--- config.mk ---
export PLATFORM = sky130hd
export DESIGN_NAME = r2fft_ctrl
export DESIGN_NICKNAME = d
export VERILOG_FILES = /design/src/design/r2fft_pkg.sv /design/src/design/r2fft_ctrl.sv
export SDC_FILE = /design/constraint.sdc
export NUM_CORES = 1
export LEC_CHECK = 0
export BUFFER_PORTS_ARGS = -buffer_cell sky130_fd_sc_hd__buf_2
export CELL_PAD_IN_SITES_DETAIL_PLACEMENT = 1
export CELL_PAD_IN_SITES_GLOBAL_PLACEMENT = 2
export CORE_ASPECT_RATIO = 1.1
export CORE_MARGIN = 2
export CORE_UTILIZATION = 32
export CTS_CLUSTER_SIZE = 20
export DETAILED_ROUTE_END_ITERATION = 16
export PLACE_DENSITY_LB_ADDON = 0.1
export RECOVER_POWER = 50
export SETUP_SLACK_MARGIN = 0.4
export SLEW_MARGIN = 20
export SYNTH_ARGS = -nofsm -noshare
export SYNTH_HDL_FRONTEND = slang
export SYNTH_SLANG_ARGS = --single-unit
--- constraint.sdc ---
create_clock -name i_clk -period 4.75 [get_ports i_clk]
set_input_delay 0.7125 -clock i_clk [delete_from_list [all_inputs] [get_ports i_clk]]
set_output_delay 0.7125 -clock i_clk [all_outputs]
set_load 0.1 [all_outputs]
--- src/design/r2fft_pkg.sv ---
// Shared types, constants and functions of the radix-2 FFT block.
`timescale 1ns / 1ps
package r2fft_pkg;

    localparam int LOG2_POINTS = 11;
    localparam int POINTS      = 1 << LOG2_POINTS;
    localparam int HALF_PTS    = POINTS / 2;
    localparam int QUARTER     = POINTS / 4;
    localparam int SAMPLE_W    = 16;
    localparam int TW_W        = 18;
    localparam int DATA_W      = 28;
    localparam int ADDR_W      = LOG2_POINTS + 1;
    localparam int CNT_W       = LOG2_POINTS;
    localparam int BF_W        = LOG2_POINTS - 1;
    localparam int STAGE_W     = 4;
    localparam int TWI_W       = BF_W;
    localparam int PROD_W      = DATA_W + TW_W;
    localparam int TR_W        = DATA_W + 2;
    localparam int SUM_W       = DATA_W + 3;

    localparam logic [63:0] PI_Q32  = 64'd13493037705;
    localparam logic [63:0] ONE_Q30 = 64'd1 << 30;

    typedef logic [TW_W-1:0] t_tw_rom [0:QUARTER];

    // Controller to datapath commands
    typedef struct packed {
        logic              load_we;
        logic              out_rd;
        logic [CNT_W-1:0]  out_index;
        logic              xf_rd;
        logic              mul_en;
        logic              neg_im;
        logic              sum_en;
        logic              add_en;
        logic              wr_b;
        logic              wr_a;
        logic              out_inv;
        logic [ADDR_W-1:0] rd_addr_a;
        logic [ADDR_W-1:0] rd_addr_b;
        logic [ADDR_W-1:0] wr_addr;
        logic [TWI_W-1:0]  tw_idx;
        logic              tw_upper;
    } t_cmd;

    function automatic logic [CNT_W-1:0] bit_rev(input logic [CNT_W-1:0] v);
        logic [CNT_W-1:0] r;
        for (int i = 0; i < CNT_W; i++) r[CNT_W-1-i] = v[i];
        return r;
    endfunction

    // Saturate a grown sum to the data width
    function automatic logic [DATA_W-1:0] sat_data(input logic signed [SUM_W-1:0] v);
        logic signed [SUM_W-1:0] hi;
        logic signed [SUM_W-1:0] lo;
        hi = SUM_W'((64'sd1 <<< (DATA_W - 1)) - 64'sd1);
        lo = -hi - SUM_W'(1);
        if (v > hi) return hi[DATA_W-1:0];
        if (v < lo) return lo[DATA_W-1:0];
        return v[DATA_W-1:0];
    endfunction

    // Quarter-wave twiddle table, Q30 Taylor series evaluated at elaboration
    function automatic t_tw_rom build_rom(input logic want_sin);
        t_tw_rom     rom;
        logic [63:0] x;
        logic [63:0] x2;
        logic [63:0] ts;
        logic [63:0] tc;
        logic [63:0] q;
        logic [63:0] r;
        longint      sn;
        longint      cs;
        int          sh;
        sh = 31 - TW_W;
        for (int k = 0; k <= QUARTER; k++) begin
            x  = (PI_Q32 * 64'(k) + (64'd1 << LOG2_POINTS)) >> (LOG2_POINTS + 1);
            x2 = (x * x) >> 30;
            ts = x;
            tc = ONE_Q30;
            sn = longint'(x);
            cs = longint'(ONE_Q30);
            for (int n = 1; n <= 16; n++) begin
                ts = ((ts * x2) >> 30) / 64'((2 * n) * (2 * n + 1));
                tc = ((tc * x2) >> 30) / 64'((2 * n - 1) * (2 * n));
                if (n % 2 == 1) begin
                    sn = sn - longint'(ts);
                    cs = cs - longint'(tc);
                end else begin
                    sn = sn + longint'(ts);
                    cs = cs + longint'(tc);
                end
            end
            if (want_sin) q = (sn < 0) ? 64'd0 : 64'(sn);
            else          q = (cs < 0) ? 64'd0 : 64'(cs);
            if (q > ONE_Q30) q = ONE_Q30;
            r = (q + (64'd1 << (sh - 1))) >> sh;
            if (r > ((64'd1 << (TW_W - 1)) - 64'd1)) r = (64'd1 << (TW_W - 1)) - 64'd1;
            rom[k] = r[TW_W-1:0];
        end
        return rom;
    endfunction

    localparam t_tw_rom COS_ROM = build_rom(1'b0);
    localparam t_tw_rom SIN_ROM = build_rom(1'b1);

endpackage

--- src/design/r2fft_ctrl.sv ---
// Controller: load sequencing, bank swap and butterfly scheduling.
`timescale 1ns / 1ps
module r2fft_ctrl
    import r2fft_pkg::*;
(
    input  logic i_clk,
    input  logic i_rst_n,
    input  logic start,
    output logic busy,
    input  logic i_cfg_wr_en,
    input  logic i_cfg_wr_data,
    output t_cmd o_cmd
);

    typedef enum logic [6:0] {
        S_LOAD = 7'b0000001,
        S_RD   = 7'b0000010,
        S_MUL  = 7'b0000100,
        S_SUM  = 7'b0001000,
        S_ADD  = 7'b0010000,
        S_WB   = 7'b0100000,
        S_WA   = 7'b1000000
    } t_state;

    t_state             r_state, n_state;
    logic [CNT_W-1:0]   r_load_cnt, n_load_cnt;
    logic               r_bank, n_bank;
    logic               r_ready, n_ready;
    logic               r_inv;
    logic               r_xf_inv, n_xf_inv;
    logic               r_out_inv, n_out_inv;
    logic               r_xf_bank, n_xf_bank;
    logic [STAGE_W-1:0] r_lh, n_lh;
    logic [BF_W-1:0]    r_m, n_m;

    logic               accept;
    logic [BF_W-1:0]    bf_mask;
    logic [CNT_W-1:0]   addr_a;
    logic [CNT_W-1:0]   addr_b;
    logic [BF_W-1:0]    tw_k;

    assign busy   = (r_state != S_LOAD);
    assign accept = start && (r_state == S_LOAD);

    // Butterfly addresses: insert a zero bit at the stage position
    always_comb begin
        bf_mask = BF_W'((CNT_W'(1) << r_lh) - CNT_W'(1));
        addr_a  = ((CNT_W'(r_m) >> r_lh) << (r_lh + STAGE_W'(1))) | CNT_W'(r_m & bf_mask);
        addr_b  = addr_a | (CNT_W'(1) << r_lh);
        tw_k    = BF_W'((r_m & bf_mask) << (STAGE_W'(BF_W) - r_lh));
    end

    // Configuration register
    always_ff @(posedge i_clk) begin
        if (!i_rst_n) begin
            r_inv <= 1'b0;
        end else if (i_cfg_wr_en) begin
            r_inv <= i_cfg_wr_data;
        end
    end

    // Next state and commands
    always_comb begin
        n_state    = r_state;
        n_load_cnt = r_load_cnt;
        n_bank     = r_bank;
        n_ready    = r_ready;
        n_xf_inv   = r_xf_inv;
        n_out_inv  = r_out_inv;
        n_xf_bank  = r_xf_bank;
        n_lh       = r_lh;
        n_m        = r_m;

        o_cmd           = '0;
        o_cmd.out_index = r_load_cnt;
        o_cmd.out_inv   = r_out_inv;
        o_cmd.neg_im    = r_xf_inv && (r_lh == '0);
        o_cmd.tw_upper  = (tw_k > BF_W'(QUARTER));
        o_cmd.tw_idx    = o_cmd.tw_upper ? (tw_k - BF_W'(QUARTER)) : tw_k;

        case (r_state)
            S_LOAD: begin
                o_cmd.rd_addr_a = {~r_bank, r_load_cnt};
                o_cmd.wr_addr   = {r_bank, bit_rev(r_load_cnt)};
                if (accept) begin
                    o_cmd.load_we = 1'b1;
                    o_cmd.out_rd  = r_ready;
                    n_load_cnt    = r_load_cnt + CNT_W'(1);
                    if (r_load_cnt == CNT_W'(POINTS - 1)) begin
                        n_bank    = ~r_bank;
                        n_ready   = 1'b1;
                        n_xf_bank = r_bank;
                        n_xf_inv  = r_inv;
                        n_lh      = '0;
                        n_m       = '0;
                        n_state   = S_RD;
                    end
                end
            end
            S_RD: begin
                o_cmd.xf_rd     = 1'b1;
                o_cmd.rd_addr_a = {r_xf_bank, addr_a};
                o_cmd.rd_addr_b = {r_xf_bank, addr_b};
                n_state         = S_MUL;
            end
            S_MUL: begin
                o_cmd.mul_en = 1'b1;
                n_state      = S_SUM;
            end
            S_SUM: begin
                o_cmd.sum_en = 1'b1;
                n_state      = S_ADD;
            end
            S_ADD: begin
                o_cmd.add_en = 1'b1;
                n_state      = S_WB;
            end
            S_WB: begin
                o_cmd.wr_b    = 1'b1;
                o_cmd.wr_addr = {r_xf_bank, addr_b};
                n_state       = S_WA;
            end
            S_WA: begin
                o_cmd.wr_a    = 1'b1;
                o_cmd.wr_addr = {r_xf_bank, addr_a};
                n_m           = r_m + BF_W'(1);
                n_state       = S_RD;
                if (r_m == BF_W'(HALF_PTS - 1)) begin
                    if (r_lh == STAGE_W'(LOG2_POINTS - 1)) begin
                        n_out_inv = r_xf_inv;
                        n_state   = S_LOAD;
                    end else begin
                        n_lh = r_lh + STAGE_W'(1);
                    end
                end
            end
            default: begin
                n_state = S_LOAD;
            end
        endcase
    end

    // Control registers
    always_ff @(posedge i_clk) begin
        if (!i_rst_n) begin
            r_state    <= S_LOAD;
            r_load_cnt <= '0;
            r_bank     <= 1'b0;
            r_ready    <= 1'b0;
            r_xf_inv   <= 1'b0;
            r_out_inv  <= 1'b0;
            r_xf_bank  <= 1'b0;
            r_lh       <= '0;
            r_m        <= '0;
        end else begin
            r_state    <= n_state;
            r_load_cnt <= n_load_cnt;
            r_bank     <= n_bank;
            r_ready    <= n_ready;
            r_xf_inv   <= n_xf_inv;
            r_out_inv  <= n_out_inv;
            r_xf_bank  <= n_xf_bank;
            r_lh       <= n_lh;
            r_m        <= n_m;
        end
    end

endmodule

==> out/results.txt <==
Clock period minus worst slack - 4.316 ns
Critical path required time - 4.04 ns
Worst Path Arrival - 3.60 ns
Initial antenna violation count - 0
CP cell instances - inv_4 > ha_1 > nand2_2 > ha_4 > nand2b_1 > a22oi_2 > o22ai_2 > mux4_2 > o21ai_1 > nor2b_4 > nor4bb_4 > buf_12
Number of antenna diodes - 0
Critical Setup Path Class - reg -> out
Longest Clk Path Bufs - 2
HPWL after DPL - 12390 µm
Synth Cell Area - 3931 µm²
Row count - 42
Most area-hungry cell type in the Yosys netlist - dfxtp_1
Largest net degree at the start of global routing - 35
Setup violators final - 0
Post-synth net total - 548
Fillers - 1473
Least-Margin Pin Slew - 1.184 ns
Tot Pwr - 843.6 µW
Status - finished, final reports clean
Port Buffers - 73
Post-route DRC - 0
Clock transition at path regs - 0.06 ns
Die ar. - 13190 µm²
Yosys reg bits - 38
Startpoint Class - flip-flop
Final WL - 15870 µm
Post-CTS Hold Fix Bufs - 0
First-pass GRT wire length - 25200 µm
Slew HR - 21.39%
Routed via count - 4342
Slowest cell on crit path - dfxtp_1
Hold endpoint - r_ready
Sequential share of the synthesized area - 19.35%
Syn Area/Cell - 7.376 µm²
Core area - 12030 µm²
Most frequent cells in the layout - nand2_1, nor2_1, buf_2
Yosys cell types - 81
Max Slew Vio Count - 0
CP top delay family - simple AND/OR/NAND/NOR gates
Placer Congestion - 0.9125
GR peak layer - met2
Leading post-synthesis cells by cell area - dfxtp_1, nand2_1, nor2_1
Layout cells sized above 1 - 22.22%
Remaining antenna violation count - 0
Die Height - 120.3 µm
Initial Utilization - 32.67%
Worst R2R Path Depth - 7
Cells after synthesis - 533
Hold Crit Start - r_ready
Grt met1 use - 32.22%
CP bufs+invs - 2
Reg-to-reg endpoint - r_lh[0]
Post-CTS Repair Setup Buffers - 0
Cts bufs inserted - 5
Root Driver - clkbuf_16
Pre-Repair DR Iteration Count - 4
Final TNS setup - 0 ns
Number of enable flip-flop cells after synthesis - 0
Max stage delay on crit path - 0.55 ns
Fmax achieved - 231.7 MHz
Initial DRC Count - 250
PD cells - 172.7 nW/µm²
Reg2reg start - r_state[3]
R2R Setup Slk - 1.31 ns
H-tree depth - 2
Leakage - 1.827 nW
Top_reg_cell synth - dfxtp_1
Commonest non-fill, non-tap cell in the layout - nand2_1
Total GRT Usage - 25.02%
Avg WL per Cell - 21.48 µm
Via density - 5.876
Post-CTS Resized - 1
Clock tree sinks - 38
Hold Crit Depth - 1
Number of global-route vias before repair - 4364
Max cap viols - 0
Critical path fanouts, max - 10
Yosys top cell area share - 19.35%
Async SR Flop Fraction - 0%
Worst-Skew Late Latency - 0.29 ns
Width of the die - 109.7 µm
Met2 usage - 43.25%
Ys Warns - 0
Max rail drop VDD - 115.9 µV
Met3 usage - 2.911%
Hold crit path type - reg -> reg
Area Overhead vs Synth - 24.28%
Number of hold violations in the final report - 0
Clk_skew - 0.008199 ns
RSZ-0062 raised after global routing - yes
Total grt overflow - 0
Setup crit end kind - output port
Ports - 74
CTS tree - done
Layout Nets - 599
Final period util - 90.86%
==> flip-flops by register name, summed over array words and instances, names as in the netlist <==
signal,count
r_out_inv,1
r_load_cnt,11
r_lh,4
r_xf_bank,1
r_bank,1
r_xf_inv,1
r_m,10
r_ready,1
r_state,7
r_inv,1
==> where the power goes <==
| group | internal [mW] | switching (mW) | leakage, nW |
|---|---|---|---|
| logic | 0.0160 | 0.0560 | 1.43 |
| registers | 0.321 | 0.00408 | 0.307 |
| clock network | 0.302 | 0.145 | 0.0940 |
| total | 0.639 | 0.205 | 1.83 |
==> synth_stat cells (all sizes together) (8+ instances only) <==
cell,number
nand2,61
nor2,56
dfxtp,38
o21ai,35
buf,26
a21oi,25
and2,23
nand3,20
xnor2,18
clkbuf,15
nor3,15
inv,14
mux2i,14
nor2b,14
nand4,13
ha,10
xor2,8
==> per-stage QoR <==
step / area (µm²) / setup slack, ns / hold WS [ns] / utilization (%) / instances
after detailed placement: 4702 / 0.6544 / 0.4610 / 39.07 / 731
after CTS: 4902 / 0.4165 / 0.4748 / 40.74 / 739
after global routing: 4886 / 0.2161 / 0.5008 / 40.60 / 739
after global placement: 4702 / 0.8070 / 0.4542 / 39.07 / 731
final: 4886 / 0.4341 / 0.4713 / 40.60 / 739
after floorplan: 4119 / 0.009419 / 0.4323 / - / 533
==> kinds of logic after synthesis <==
family                     Yosys count  share of synthesized area [%]
DFF                                 38                          19.35
AOI/OAI and AO/OA                  144                          26.19
muxes                               22                          7.670
xor gates and xnor gates            26                          5.984
and+or+nand+nor                    234                          30.55
adders and majority gates           10                          3.183
buffers and inverters               59                          7.065
==> worst max-delay path by stage <==
stage	startpoint	endpoint	slack, ns	cells after the start
2_1_floorplan	r_lh[1]	o_cmd[0]	0.009	17
3_3_place_gp	r_lh[2]	o_cmd[0]	0.81	10
3_5_place_dp	r_lh[1]	o_cmd[0]	0.65	11
4_1_cts	r_lh[1]	o_cmd[10]	0.42	12
5_1_grt	r_lh[1]	o_cmd[0]	0.22	9
6_report	r_lh[1]	o_cmd[10]	0.43	12
==> routing by layer <==
layer / up-vias / part of all wire, %
met5: - / 0
met4: 0 / 2.5
met3: 24 / 3.2
met2: 115 / 51
met1: 2164 / 43
li1: 2039 / -
==> cell type report <==
| type | instances | area (µm²) | area share, % |
|---|---|---|---|
| Multi-Input combinational cell | 436 | 3043 | 62.28 |
| Clock inverter | 3 | 68.82 | 1.408 |
| Timing Repair Buffer | 85 | 615.6 | 12.60 |
| Inverter | 18 | 80.08 | 1.639 |
| Clock buffer | 5 | 125.1 | 2.561 |
| Tap cell | 154 | 192.7 | 3.944 |
| Sequential cell | 38 | 760.7 | 15.57 |
(Power assumes the default switching activity.)
